--- config.mk ---
export PLATFORM = sky130hd
export DESIGN_NAME = k_strongest_bin_select_core_flat
export DESIGN_NICKNAME = d
export VERILOG_FILES = /design/src/hw/rtl/ksb_pkg.sv /design/src/hw/rtl/ksb_if.sv /design/src/hw/rtl/k_strongest_bin_select_core.sv /design/src/hw/rtl/ksb_cell.sv /design/src/hw/rtl/ksb_chain.sv /design/src/flat_wrapper.sv
export VERILOG_INCLUDE_DIRS = /design/src /design/src/hw/rtl
export SDC_FILE = /design/constraint.sdc
export NUM_CORES = 2
export LEC_CHECK = 0
export BUFFER_PORTS_ARGS = -buffer_cell sky130_fd_sc_hd__clkbuf_2
export CAP_MARGIN = 10
export CORE_MARGIN = 5
export CORE_UTILIZATION = 65
export CTS_BUF_LIST = sky130_fd_sc_hd__clkbuf_8
export CTS_CLUSTER_SIZE = 28
export DETAILED_ROUTE_END_ITERATION = 12
export GPL_TIMING_DRIVEN = 0
export PLACE_DENSITY = 0.82
export SLEW_MARGIN = 20
export SYNTH_ARGS = -nofsm -noshare
export SYNTH_HDL_FRONTEND = slang
export SYNTH_SLANG_ARGS = --single-unit
--- constraint.sdc ---
create_clock -name clock -period 9.8 [get_ports clock]
set_input_delay 0.49 -clock clock [delete_from_list [all_inputs] [get_ports clock]]
set_output_delay 0.49 -clock clock [all_outputs]
set_load 0.01 [all_outputs]
--- src/hw/rtl/k_strongest_bin_select_core_defines.svh ---
// Assertion macros used by the k-strongest bin select RTL.
// Expects signals named clock and reset in the scope of each use.
`ifndef K_STRONGEST_BIN_SELECT_CORE_DEFINES_SVH
`define K_STRONGEST_BIN_SELECT_CORE_DEFINES_SVH

// Same-cycle implication, disabled while reset is high.
`define KSB_ASSERT_SAME(label, ante, cons, msg) \
   label: assert property (@(posedge clock) disable iff (reset) (ante) |-> (cons)) \
      else $error(msg);

// Next-cycle implication, disabled while reset is high.
`define KSB_ASSERT_NEXT(label, ante, cons, msg) \
   label: assert property (@(posedge clock) disable iff (reset) (ante) |=> (cons)) \
      else $error(msg);

`endif

--- src/hw/rtl/ksb_pkg.sv ---
// Types and constants for the k-strongest bin select block.
// No dependencies; imported by the interfaces, the cell, the cell row and the top level.
package ksb_pkg;

   localparam int POWER_W    = 16;
   localparam int BIN_W      = 12;
   localparam int AZ_W       = 9;
   localparam int KEEP_W     = 5;
   localparam int ROWS_W     = 10;
   localparam int CSR_IDX_W  = 2;
   localparam int CSR_DATA_W = 16;

   localparam int MAX_BINS = 4096;
   localparam int MAX_ROWS = 512;

   localparam logic [KEEP_W-1:0]  KEEP_COUNT_RST    = 5'd12;
   localparam logic [POWER_W-1:0] POWER_FLOOR_RST   = 16'd0;
   localparam logic [ROWS_W-1:0]  ROWS_PER_SCAN_RST = 10'd400;

   // csr register indexes
   localparam logic [CSR_IDX_W-1:0] CSR_KEEP_COUNT    = 2'd0;
   localparam logic [CSR_IDX_W-1:0] CSR_POWER_FLOOR   = 2'd1;
   localparam logic [CSR_IDX_W-1:0] CSR_ROWS_PER_SCAN = 2'd2;

   // operation broadcast to every cell
   typedef logic [2:0] ksb_op_type;
   localparam ksb_op_type OP_HOLD    = 3'd0;
   localparam ksb_op_type OP_INSERT  = 3'd1; // grow list by one
   localparam ksb_op_type OP_REPLACE = 3'd2; // drop weakest, insert new
   localparam ksb_op_type OP_DRAIN   = 3'd3; // drop weakest
   localparam ksb_op_type OP_POP     = 3'd4; // shift toward cell 0

   typedef struct packed {
      logic [POWER_W-1:0] power;
      logic [BIN_W-1:0]   bin;
   } ksb_entry_type;

   // what a cell shows its neighbors
   typedef struct packed {
      logic          occ;   // holds a kept bin
      logic          gt;    // stronger than the incoming bin
      logic          eq;    // equal to the weakest power (cell 0)
      ksb_entry_type entry;
   } ksb_link_type;

endpackage

--- src/hw/rtl/ksb_if.sv ---
// Valid/ready stream interfaces for bin beats in and selected-bin beats out.
// Depends on ksb_pkg for field widths.
interface ksb_req_if import ksb_pkg::*; ();
   logic               valid;
   logic               ready;
   logic [POWER_W-1:0] power;
   logic               row_end;

   modport source (output valid, output power, output row_end, input ready);
   modport sink   (input valid, input power, input row_end, output ready);
endinterface

interface ksb_rsp_if import ksb_pkg::*; ();
   logic               valid;
   logic               ready;
   logic [AZ_W-1:0]    azimuth;
   logic [BIN_W-1:0]   range_bin;
   logic [POWER_W-1:0] bin_power;
   logic               last_of_row;

   modport source (output valid, output azimuth, output range_bin, output bin_power,
                   output last_of_row, input ready);
   modport sink   (input valid, input azimuth, input range_bin, input bin_power,
                   input last_of_row, output ready);
endinterface

--- src/hw/rtl/k_strongest_bin_select_core.sv ---
// k-strongest range bin selection per azimuth row.
// req_chan takes one range-bin beat (power, row_end) per cycle while ready is high.
// Bins are inserted into a sorted row of MAX_KEEP cells in the cycle they are taken,
// so a row streams at one bin per cycle. The beat with row_end set closes the row.
// After it, the cell row shifts toward cell 0 one entry per cycle: entries at or
// below power_floor are dropped silently, the rest go out on rsp_chan in ascending
// power order (ties in arrival order), the last one flagged last_of_row.
// The row_end beat sets the drain flag; each result then passes through the output
// register. The drain pops every kept bin and waits while the receiver stalls.
// req_chan.ready is low for that drain.
// rsp_chan has a single output register: a stalled receiver holds the drain,
// and once the final result sits in the register the next row can start.
// Lowering keep_count mid-row drops one weakest bin per cycle (ready low) once the
// next bin is offered, before it is taken. csr writes land at once; write only while
// idle.
// Synchronous reset clears the counters, the kept count and the output valid, and
// sets the csr registers to their defaults; no clearing pass is needed.
`include "k_strongest_bin_select_core_defines.svh"

module k_strongest_bin_select_core import ksb_pkg::*; #(
   parameter int MAX_KEEP = 16
) (
   input  logic                  clock,
   input  logic                  reset,
   input  logic                  csr_we,
   input  logic [CSR_IDX_W-1:0]  csr_index,
   input  logic [CSR_DATA_W-1:0] csr_wdata,
   ksb_req_if.sink               req_chan,
   ksb_rsp_if.source             rsp_chan
);

   localparam int FILL_W = $clog2(MAX_KEEP + 1);
   localparam int CMP_W  = (FILL_W > KEEP_W) ? FILL_W : KEEP_W;

   // csr registers
   logic [KEEP_W-1:0]  keep_count_ff;
   logic [POWER_W-1:0] power_floor_ff;
   logic [ROWS_W-1:0]  rows_per_scan_ff;

   // row state
   logic [FILL_W-1:0] fill_ff, fill_in;
   logic              emit_ff, emit_in;
   logic [BIN_W-1:0]  bin_ff, bin_in;
   logic [AZ_W-1:0]   row_ff, row_in;
   logic [AZ_W-1:0]   emit_az_ff;

   // output register
   logic              rsp_valid_ff;
   ksb_entry_type     rsp_entry_ff;
   logic              rsp_last_ff;
   logic [AZ_W-1:0]   rsp_az_ff;

   logic [CMP_W-1:0]  keep_ext, keff_ext, fill_ext;
   logic [ROWS_W-1:0] rows_eff, row_inc;
   logic              draining, req_fire, out_free, head_above, load_out;
   ksb_op_type        op;
   ksb_entry_type     new_entry, head;

   // effective keep count: zero acts as one, capped at the cell count
   assign keep_ext = CMP_W'(keep_count_ff);
   assign fill_ext = CMP_W'(fill_ff);
   always_comb begin
      priority if (keep_ext == '0) begin
         keff_ext = CMP_W'(1);
      end else if (keep_ext > CMP_W'(MAX_KEEP)) begin
         keff_ext = CMP_W'(MAX_KEEP);
      end else begin
         keff_ext = keep_ext;
      end
   end

   assign draining = fill_ext > keff_ext;

   assign req_chan.ready = !emit_ff && !draining;
   assign req_fire       = req_chan.valid && req_chan.ready;

   assign new_entry.power = req_chan.power;
   assign new_entry.bin   = bin_ff;

   assign out_free   = !rsp_valid_ff || rsp_chan.ready;
   assign head_above = head.power > power_floor_ff;

   // one chain operation per cycle
   always_comb begin
      op       = OP_HOLD;
      fill_in  = fill_ff;
      load_out = 1'b0;
      priority if (req_fire) begin
         if (fill_ext < keff_ext) begin
            op      = OP_INSERT;
            fill_in = fill_ff + FILL_W'(1);
         end else if (req_chan.power > head.power) begin
            // full: weakest out, new bin in; an equal bin loses to the kept one
            op = OP_REPLACE;
         end
      end else if (emit_ff) begin
         if (!head_above || out_free) begin
            op       = OP_POP;
            fill_in  = fill_ff - FILL_W'(1);
            load_out = head_above;
         end
      end else if (draining && req_chan.valid) begin
         // trim only once the next bin waits; a keep_count raised again first keeps all
         op      = OP_DRAIN;
         fill_in = fill_ff - FILL_W'(1);
      end else begin
         op = OP_HOLD;
      end
   end

   always_comb begin
      emit_in = emit_ff;
      if (req_fire && req_chan.row_end) begin
         emit_in = 1'b1;
      end else if ((op == OP_POP) && (fill_ff == FILL_W'(1))) begin
         emit_in = 1'b0;
      end
   end

   // bin and azimuth counters
   always_comb begin
      priority if (rows_per_scan_ff == '0) begin
         rows_eff = ROWS_W'(1);
      end else if (rows_per_scan_ff > ROWS_W'(MAX_ROWS)) begin
         rows_eff = ROWS_W'(MAX_ROWS);
      end else begin
         rows_eff = rows_per_scan_ff;
      end
   end

   assign row_inc = ROWS_W'(row_ff) + ROWS_W'(1);

   always_comb begin
      bin_in = bin_ff;
      row_in = row_ff;
      if (req_fire) begin
         if (req_chan.row_end) begin
            bin_in = '0;
            row_in = (row_inc >= rows_eff) ? '0 : row_inc[AZ_W-1:0];
         end else begin
            bin_in = (bin_ff == BIN_W'(MAX_BINS - 1)) ? '0 : bin_ff + BIN_W'(1);
         end
      end
   end

   ksb_chain #(
      .MAX_KEEP (MAX_KEEP)
   ) u_chain (
      .clock     (clock),
      .op        (op),
      .new_entry (new_entry),
      .fill      (fill_ff),
      .head      (head)
   );

   // control state
   always_ff @(posedge clock) begin
      if (reset) begin
         keep_count_ff    <= KEEP_COUNT_RST;
         power_floor_ff   <= POWER_FLOOR_RST;
         rows_per_scan_ff <= ROWS_PER_SCAN_RST;
         fill_ff          <= '0;
         emit_ff          <= 1'b0;
         bin_ff           <= '0;
         row_ff           <= '0;
         rsp_valid_ff     <= 1'b0;
      end else begin
         if (csr_we) begin
            unique case (csr_index)
               CSR_KEEP_COUNT:    keep_count_ff    <= csr_wdata[KEEP_W-1:0];
               CSR_POWER_FLOOR:   power_floor_ff   <= csr_wdata[POWER_W-1:0];
               CSR_ROWS_PER_SCAN: rows_per_scan_ff <= csr_wdata[ROWS_W-1:0];
               default: ;
            endcase
         end
         fill_ff <= fill_in;
         emit_ff <= emit_in;
         bin_ff  <= bin_in;
         row_ff  <= row_in;
         if (load_out) begin
            rsp_valid_ff <= 1'b1;
         end else if (rsp_chan.ready) begin
            rsp_valid_ff <= 1'b0;
         end
      end
   end

   // payload
   always_ff @(posedge clock) begin
      if (req_fire && req_chan.row_end) begin
         emit_az_ff <= row_ff;
      end
      if (load_out) begin
         rsp_entry_ff <= head;
         rsp_last_ff  <= (fill_ff == FILL_W'(1));
         rsp_az_ff    <= emit_az_ff;
      end
   end

   assign rsp_chan.valid       = rsp_valid_ff;
   assign rsp_chan.azimuth     = rsp_az_ff;
   assign rsp_chan.range_bin   = rsp_entry_ff.bin;
   assign rsp_chan.bin_power   = rsp_entry_ff.power;
   assign rsp_chan.last_of_row = rsp_last_ff;

   `KSB_ASSERT_NEXT(a_row_end_drains, req_fire && req_chan.row_end,
      emit_ff && (fill_ff != '0), "row end did not start the drain")
   `KSB_ASSERT_SAME(a_drain_nonempty, emit_ff, fill_ff != '0,
      "drain active with no kept bins")
   `KSB_ASSERT_NEXT(a_last_closes, load_out && (fill_ff == FILL_W'(1)),
      !emit_ff && rsp_chan.valid && rsp_chan.last_of_row, "final result did not close the row")
   `KSB_ASSERT_NEXT(a_stall_holds, emit_ff && head_above && !out_free,
      $stable(fill_ff), "cell row moved under a stalled output")

endmodule

--- src/hw/rtl/ksb_cell.sv ---
// One slot of the sorted kept-bin list.
// Depends on ksb_pkg; instantiated by ksb_chain.
module ksb_cell import ksb_pkg::*; (
   input  logic          clock,
   input  ksb_op_type    op,
   input  ksb_entry_type new_entry,
   input  logic [POWER_W-1:0] min_power,
   input  logic          occ,
   input  ksb_link_type  lo,
   input  ksb_link_type  hi,
   output ksb_link_type  link
);

   ksb_entry_type entry_ff;
   ksb_entry_type entry_in;

   assign link.occ   = occ;
   assign link.gt    = occ && (entry_ff.power > new_entry.power);
   assign link.eq    = occ && (entry_ff.power == min_power);
   assign link.entry = entry_ff;

   // list order: ascending power, equal powers in arrival order
   always_comb begin
      entry_in = entry_ff;
      unique case (op)
         OP_INSERT: begin
            if (lo.gt) begin
               entry_in = lo.entry;
            end else if (link.gt || (!occ && lo.occ)) begin
               entry_in = new_entry;
            end
         end
         OP_REPLACE: begin
            // slots from the dropped one up to the insert point move down
            if (occ && !link.gt && (hi.gt || !hi.occ)) begin
               entry_in = new_entry;
            end else if (occ && !(link.eq && hi.eq) && hi.occ && !hi.gt) begin
               entry_in = hi.entry;
            end
         end
         OP_DRAIN: begin
            if (occ && !(link.eq && hi.eq)) begin
               entry_in = hi.entry;
            end
         end
         OP_POP: begin
            entry_in = hi.entry;
         end
         default: begin
            entry_in = entry_ff;
         end
      endcase
   end

   always_ff @(posedge clock) begin
      entry_ff <= entry_in;
   end

endmodule

--- src/hw/rtl/ksb_chain.sv ---
// Row of kept-bin cells; each cell trades entries with its two neighbors.
// Depends on ksb_pkg and ksb_cell.
module ksb_chain import ksb_pkg::*; #(
   parameter int MAX_KEEP = 16
) (
   input  logic          clock,
   input  ksb_op_type    op,
   input  ksb_entry_type new_entry,
   input  logic [$clog2(MAX_KEEP+1)-1:0] fill,
   output ksb_entry_type head
);

   localparam int FILL_W = $clog2(MAX_KEEP + 1);

   // below cell 0 sits a virtual occupied, weaker slot; above the top, nothing
   localparam ksb_link_type LO_EDGE = '{occ: 1'b1, gt: 1'b0, eq: 1'b0, entry: '0};
   localparam ksb_link_type HI_EDGE = '{occ: 1'b0, gt: 1'b0, eq: 1'b0, entry: '0};

   ksb_link_type links [MAX_KEEP];
   logic [POWER_W-1:0] min_power;

   assign min_power = links[0].entry.power;
   assign head      = links[0].entry;

   for (genvar i = 0; i < MAX_KEEP; i++) begin : g_cell
      ksb_link_type lo;
      ksb_link_type hi;
      logic         occ;

      assign occ = (FILL_W'(i) < fill);

      if (i == 0) begin : g_lo_edge
         assign lo = LO_EDGE;
      end else begin : g_lo_link
         assign lo = links[i-1];
      end

      if (i == MAX_KEEP - 1) begin : g_hi_edge
         assign hi = HI_EDGE;
      end else begin : g_hi_link
         assign hi = links[i+1];
      end

      ksb_cell u_cell (
         .clock     (clock),
         .op        (op),
         .new_entry (new_entry),
         .min_power (min_power),
         .occ       (occ),
         .lo        (lo),
         .hi        (hi),
         .link      (links[i])
      );
   end

endmodule
--- src/flat_wrapper.sv ---
// flat-port wrapper written by rule: the top's interface ports become plain ports
module k_strongest_bin_select_core_flat import ksb_pkg::*;
#(
   parameter int MAX_KEEP = 16
)
  (clock, reset, csr_we, csr_index, csr_wdata, req_chan_valid, req_chan_power, req_chan_row_end, req_chan_ready, rsp_chan_valid, rsp_chan_azimuth, rsp_chan_range_bin, rsp_chan_bin_power, rsp_chan_last_of_row, rsp_chan_ready);
  ksb_req_if req_chan_i ();
  ksb_rsp_if rsp_chan_i ();
  input  logic clock;
  input  logic reset;
  input  logic csr_we;
  input  logic [CSR_IDX_W-1:0] csr_index;
  input  logic [CSR_DATA_W-1:0] csr_wdata;
  input wire logic [$bits(req_chan_i.valid)-1:0] req_chan_valid;
  input wire logic [$bits(req_chan_i.power)-1:0] req_chan_power;
  input wire logic [$bits(req_chan_i.row_end)-1:0] req_chan_row_end;
  output wire logic [$bits(req_chan_i.ready)-1:0] req_chan_ready;
  output wire logic [$bits(rsp_chan_i.valid)-1:0] rsp_chan_valid;
  output wire logic [$bits(rsp_chan_i.azimuth)-1:0] rsp_chan_azimuth;
  output wire logic [$bits(rsp_chan_i.range_bin)-1:0] rsp_chan_range_bin;
  output wire logic [$bits(rsp_chan_i.bin_power)-1:0] rsp_chan_bin_power;
  output wire logic [$bits(rsp_chan_i.last_of_row)-1:0] rsp_chan_last_of_row;
  input wire logic [$bits(rsp_chan_i.ready)-1:0] rsp_chan_ready;
  assign req_chan_i.valid = req_chan_valid;
  assign req_chan_i.power = req_chan_power;
  assign req_chan_i.row_end = req_chan_row_end;
  assign req_chan_ready = req_chan_i.ready;
  assign rsp_chan_valid = rsp_chan_i.valid;
  assign rsp_chan_azimuth = rsp_chan_i.azimuth;
  assign rsp_chan_range_bin = rsp_chan_i.range_bin;
  assign rsp_chan_bin_power = rsp_chan_i.bin_power;
  assign rsp_chan_last_of_row = rsp_chan_i.last_of_row;
  assign rsp_chan_i.ready = rsp_chan_ready;
  k_strongest_bin_select_core #(.MAX_KEEP(MAX_KEEP)) u_core (.clock(clock), .reset(reset), .csr_we(csr_we), .csr_index(csr_index), .csr_wdata(csr_wdata), .req_chan(req_chan_i), .rsp_chan(rsp_chan_i));
endmodule
# Word level (Yosys, flattened, before mapping)
# Index checks and enable logic that the tools add are counted.
[op_classes]
mux = 119
n_addsub = 4
n_eq_ne = 73
n_reduce_logical = 254
n_lt_le_gt_ge = 39
[ops]
columns = ["cell", "count"]
rows = [
  ["$mux 28", 78],
  ["$pmux 28 s4", 16],
  ["$gt 16x16->1", 18],
  ["$eq 16x16->1", 15],
  ["$logic_and 1x1->1", 142],
  ["$ne 3x1->1 const B", 30],
  ["$reduce_and 4->1", 16],
  ["$logic_not 1->1", 51],
  ["$lt 4x5->1 const A", 8],
  ["$ne 2x1->1 const B", 18],
  ["$mux 5", 7],
  ["$logic_or 1x1->1", 33],
  ["$mux 12", 2],
  ["$lt 3x5->1 const A", 4],
  ["$mux 10", 2],
  ["$add 12x1->12 const B", 1],
  ["$eq 12x12->1 const B", 1],
  ["$mux 3", 4],
  ["$add 9x1->10 const B", 1],
  ["$ge 10x10->1", 1],
  ["$gt 10x10->1 const B", 1],
  ["$logic_not 10->1", 1],
  ["$lt 1x5->1 const A", 2],
  ["$lt 2x5->1 const A", 2],
  ["other kinds (23)", 35],
]
[word_totals]
regBits = 554
out_inout_bits = 40
elab_cells = 534
inputBits = 40

# Depth between registers and ports, before layout
[depth]
depth_word = 12
ltp_mapped = 15

# Cells and area by module
# A second synthesis with hierarchy kept.
[hier_totals]
hier_cells = 4398
area_unflattened_um2 = 44119.8
[modules_own_cells]
columns = ["module", "cells_per_inst", "instances", "seq_area_each_um2", "area_per_inst_um2"]
rows = [
  ["ksb_cell at u_core.u_chain.g_cell[0].u_cell ...", 234, 11, 840.8, 2401.1],
  ["ksb_cell at u_core.u_chain.g_cell[5].u_cell ...", 251, 5, 840.8, 2449.8],
  ["k_strongest_bin_select_core", 540, 1, 2592.5, 5293.8],
  ["ksb_chain", 29, 1, 0.0, 165.2],
]

# Worst setup path before layout
# Ideal clock, no wire load.
[synth_timing]
path_kind = "register to register"
from = "register u_core.u_chain.g_cell[0].u_cell.entry_ff, in the netlist u_core.u_chain.g_cell[0].u_cell.link[19]"
to = "register u_core.u_chain.g_cell[4].u_cell.entry_ff, in the netlist u_core.u_chain.g_cell[4].u_cell.link[0] (enable)"
period_less_slack_ns = 8.297
arrival_time_ns = 7.732
n_path_buf = 5
path_slack_ns = 1.503
stages_incl_launch_ff = 15
cell_sequence = "edfxtp_1 clkbuf_1 clkbuf_1 inv_1 ha_1 a21oi_1 o21ai_1 a2111oi_0 nand3_1 nand2_1 buf_6 buf_4 buf_4 nor2_1 a2111oi_0"
[synth_between]
elab_chain_cells = 9
elab_cells_between_ends = 27
cone_classes = "order compare (2); eq/ne (9); mux (5); reduce/logical (11)"
[synth_lines]
columns = ["element", "line_no", "source"]
rows = [
  ["start, declared", "ksb_cell.sv:14", "ksb_entry_type entry_ff;"],
  ["start signal, assigned", "ksb_cell.sv:56", "entry_ff <= entry_in;"],
  ["$gt 16x16->1 or $eq 16x16->1 (tied branches)", "k_strongest_bin_select_core.sv:81, ksb_cell.sv:19", ""],
  ["$logic_not 1->1 or $logic_and 1x1->1 (tied branches)", "k_strongest_bin_select_core.sv:97, ksb_cell.sv:19", ""],
  ["$logic_or 1x1->1 or $logic_and 1x1->1 (tied branches)", "k_strongest_bin_select_core.sv:97, ksb_cell.sv:37, ksb_cell.sv:42", ""],
  ["$mux 3 or $logic_not 1->1 (tied branches)", "k_strongest_bin_select_core.sv:97, ksb_cell.sv:37, ksb_cell.sv:42", ""],
  ["$mux 3 or $logic_and 1x1->1 (tied branches)", "k_strongest_bin_select_core.sv:96, ksb_cell.sv:37, ksb_cell.sv:42", ""],
  ["$mux 3 or $logic_and 1x1->1 (tied branches)", "k_strongest_bin_select_core.sv:88, ksb_cell.sv:37", ""],
  ["$eq 3x2->1 (tied with other cells)", "ksb_cell.sv:25", "unique case (op)"],
  ["$ne 3x1->1 (no source line) (tied with other cells)", "n/a", ""],
  ["$reduce_and 4->1 (no source line) (*)", "n/a", ""],
  ["end signal, assigned", "ksb_cell.sv:56", ""],
  ["end, declared", "ksb_cell.sv:14", ""],
]
# Mark *: on every way between the ends. The rest lies on a longest branch, timed or not.
# A chain may end at the register's enable or synchronous reset.

# Worst setup path in the final report
[layout_timing]
from = "register u_core.u_chain.g_cell[0].u_cell.entry_ff, in the netlist u_core.u_chain.g_cell[0].u_cell.link[27]"
to = "register u_core.u_chain.g_cell[4].u_cell.entry_ff, in the netlist u_core.u_chain.g_cell[4].u_cell.link[24] (enable)"
# Same word-level chain as after synthesis.

==> flow_summary.toml <==
[synthesis]
synth_xor_area_frac = 0.0624
synth_top_family_by_area = "compound AO/OA/AOI/OAI gates"
async_flop_share = 0
avgSynthCellArea_um2 = 11.0
synth_compound_area_frac = 0.199
yosys.area_share.simple = 0.144
syn_inst = 3303
ys_warn_count = 0
syn_nets = 3635
synth_seq_cells = 554
synth_ff_type = "edfxtp_1"
synth-edff-count = 495
synth_top_cell_by_area = "edfxtp_1"
yosysSeqAreaShare = 0.441
synth_cell_type_count = 85
synth_top_cell_area_share = 0.409
muxShareOfSynthArea = 0.0139
netlist_top_cells_area = "edfxtp_1 (41%), ha_1 (10%), a221o_1 (9.5%), and3_1 (3.8%), xnor2_1 (3.6%)"
synth_fa_ha_area_frac = 0.100
synth_area_um2 = 36400

[floorplan]
ios = 80
initial_utilization = 0.658
rows = 86
coreArea_um2 = 55300
die_h_um = 247
die_x_um = 247
dieArea_um2 = 60800

[power_and_ir_drop]
peakVddDrop_v = 0.000325
p_seq_frac = 0.346
power.switching_w = 0.00799
swShare = 0.471
p_int_w = 0.00896
p_per_area_nw_per_um2 = 422
power.leakage_nw = 16.7
p_clk_frac = 0.127
pwr-share-comb = 0.527

[setup_path]
cp-start-kind = "register"
reg2reg_setup_slack_ns = 2.39
critical_path_required_ns = 10.23
worstPathMaxFanout = 10
worstSetupStartpoint = "u_core.u_chain.g_cell[0].u_cell.link[27]$_DFFE_PP_"
crit_path_end_kind = "register"
cp_data_arrival_time_ns = 7.84
reg2reg_to = "u_core.u_chain.g_cell[4].u_cell.link[24]$_DFFE_PP_"
reg2reg_depth = 17
rr_startpoint = "u_core.u_chain.g_cell[0].u_cell.link[27]$_DFFE_PP_"
crit_type = "register to register"
timing.critical_path.to = "u_core.u_chain.g_cell[4].u_cell.link[24]$_DFFE_PP_"

[grt]
grt_pass1_vias = 32007
use_met1 = 0.537
grt_pass1_wl_mm = 197
grt_usage = 0.434
grt_overflow = 0
met2_usage = 0.683
use_met3 = 0.104
grt_max_degree = 29
grt-busiest-layer = "met2"
antenna_found_initial = 2

[final_layout]
final_cell_mix = "edfxtp_1 (495), a221o_1 (345), ha_1 (292)"
design_area_um2 = 40200
nNetsFinal = 3860
areaGrowthSynthToFinish_pct = 10.5
layout_commonest_cell = "edfxtp_1"
instances_no_fill = 4352
drive_gt1_frac = 0.112
multi_input_area_um2 = 19000
final-seq-area_um2 = 16000
nFillCells = 4040

[clock_tree]
cts-resized-gates = 0
htree_levels = 3
cts.sinks = 554
tritoncts = "built"
insertion_delay_ns = 0.74
clock_path_buffers = 3
cts_buffers = 93
root_buffer = "clkbuf_8"
clkTransAtPathRegs_ns = 0.06

[route]
wl_per_cell_um = 31.3
first_pass_iters = 8
drt_drc_violations_left = 0
wl_mm = 136
routed_via_density = 7.53
dr.first_iter.drc_count = 5060
antenna_left = 0
via_count = 32780

[placed_design]
place_hpwl_mm = 106
dpl.cell_count = 4174
portBuffers = 79
gp_routability_congestion = 1.05
dpl-instance-area_um2 = 38200

[sta]
max_slew.worst_pin.slew_ns = 1.30
min_period_ns = 7.41
setup_viol = 0
hold_violations = 0
grt_setup_unrepaired = "no"
final.period_utilization = 0.756
final_max_slew_viol_count = 0
max_slew_margin = 0.132
max_freq_mhz = 135
clock_skew_ns = 0.0436

[min_path]
holdCritPathClass = "input port to register"
hold_start = "csr_wdata[9]"

[run_status]
status = "complete, no violations"

[flow_run]
cap_violations = 0
## worst max-delay path, cell delays in order, from the launching register on
cell	delay [ns]
edfxtp_1	0.42
clkbuf_1	0.77
clkbuf_1	0.92
inv_1	0.21
ha_1	0.40
nand4_1	0.27
nor2_1	0.11
a2111oi_1	0.77
nand3_1	0.32
nand2_1	0.34
buf_6	0.27
buf_4	0.28
buf_4	0.27
nor2_1	0.11
a2111oi_2	0.88
buf_4	0.29
buf_2	0.23
buf_2	0.23
## registers in the layout, indices dropped and copies added (netlist names), 5 cells and up
name,count
u_core.rsp_chan.bin_power,16
u_core.rsp_chan.azimuth,9
u_core.rsp_chan.range_bin,12
u_core.keep_count_ff,5
u_core.power_floor_ff,16
u_core.u_chain.g_cell.u_cell.link,448
u_core.bin_ff,12
u_core.emit_az_ff,9
u_core.fill_ext,5
u_core.row_ff,9
u_core.rows_per_scan_ff,10
## repair_timing
action                     in CTS  in global routing
hold buffers                    6                  0
setup endpoints to repair       0                  0
setup buffers                   0                  0
hold endpoints to repair        6                  0
## cell type report
cell class | instances | area share
diodes | 1 | 0.0000623
plain buffers | 256 | 0.0287
clock buffers | 100 | 0.0342
clock inverters | 70 | 0.0130
inverters | 78 | 0.00729
multi-input cells | 2415 | 0.473
flip-flops and latches | 554 | 0.399
well taps | 748 | 0.0233
repair buffers | 130 | 0.0209
## Yosys cell counts, types with 6 or more instances
| master | number |
|---|---|
| o21a_1 | 8 |
| nand3_1 | 61 |
| a211oi_1 | 11 |
| xnor2_1 | 148 |
| clkbuf_1 | 178 |
| and2_1 | 72 |
| and4_1 | 17 |
| nand3b_1 | 8 |
| nor4b_1 | 6 |
| buf_2 | 43 |
| a21oi_1 | 157 |
| inv_1 | 77 |
| edfxtp_1 | 495 |
| or3_1 | 8 |
| dfxtp_1 | 59 |
| nor2_1 | 107 |
| nor3_1 | 68 |
| a41oi_1 | 6 |
| ha_1 | 292 |
| a221o_1 | 345 |
| buf_4 | 14 |
| buf_6 | 11 |
| a2111oi_0 | 9 |
| mux2i_1 | 19 |
| o21ai_1 | 10 |
| nand2_1 | 159 |
| xor2_1 | 111 |
| o211ai_1 | 10 |
| or2_2 | 7 |
| a31oi_1 | 8 |
| nor4_1 | 45 |
| nand2b_1 | 13 |
| a211o_1 | 11 |
| buf_1 | 9 |
| o21ai_0 | 50 |
| a21o_1 | 100 |
| and3_1 | 223 |
| nand4_1 | 88 |
| nor2b_1 | 37 |
| mux2_2 | 28 |
| a22o_1 | 89 |
## per-layer routing
| metal | wire length (um) | part of all wire | vias to the layer above |
|---|---|---|---|
| met3 | 17600 | 0.13 | 700 |
| met2 | 60200 | 0.44 | 2968 |
| met4 | 11400 | 0.083 | 0 |
| met5 | 0 | 0 | - |
| li1 | - | - | 13537 |
| met1 | 47000 | 0.34 | 15575 |
## stage by stage
step,power (W),worst slack [ns],hold slack [ns],setup TNS [ns],util
after floorplan,0.0110,1.50,0.400,0,-
after global placement,0.0137,-2.94,0.402,-236.51,0.682
after detailed placement,0.0143,2.38,0.407,0,0.691
after CTS,0.0165,2.36,0.00497,0,0.726
after global routing,0.0175,2.28,0.0413,0,0.727
final,0.0170,2.39,0.0432,0,0.727
## how the worst min path moves through the flow
| stage | end | slack, ns | depth (start not counted) |
|---|---|---|---|
| after floorplan | u_core.rsp_chan.azimuth[0]$_DFFE_PP_ | 0.40 | 0 |
| after CTS | u_core.power_floor_ff[9]$_SDFFE_PP0P_ | 0.005 | 3 |
| after global placement | u_core.rsp_chan.azimuth[5]$_DFFE_PP_ | 0.40 | 0 |
| after global routing | u_core.rows_per_scan_ff[9]$_SDFFE_PP0P_ | 0.04 | 3 |
| final | u_core.power_floor_ff[9]$_SDFFE_PP0P_ | 0.04 | 3 |
| after detailed placement | u_core.rsp_chan.azimuth[8]$_DFFE_PP_ | 0.41 | 0 |
## power by group through the flow
stage	Sequential [W]	Combinational (W)	Clock [W]
finish	0.00587	0.00893	0.00216
detailed placement	0.00578	0.00852	0
global placement	0.00593	0.00782	0
global route	0.00589	0.00933	0.00227
floorplan	0.00530	0.00570	0
CTS	0.00576	0.00856	0.00215
## cells by family after synthesis
| logic type | Yosys count |
|---|---|
| AND/OR/NAND/NOR | 945 |
| AO/OA/AOI/OAI | 872 |
| flip-flops | 554 |
| buffers and inverters | 334 |
| adder cells (fa/ha/maj) | 292 |
| XOR/XNOR | 259 |
| multiplexers | 47 |
No activity file was read; power rests on OpenSTA's default activity.
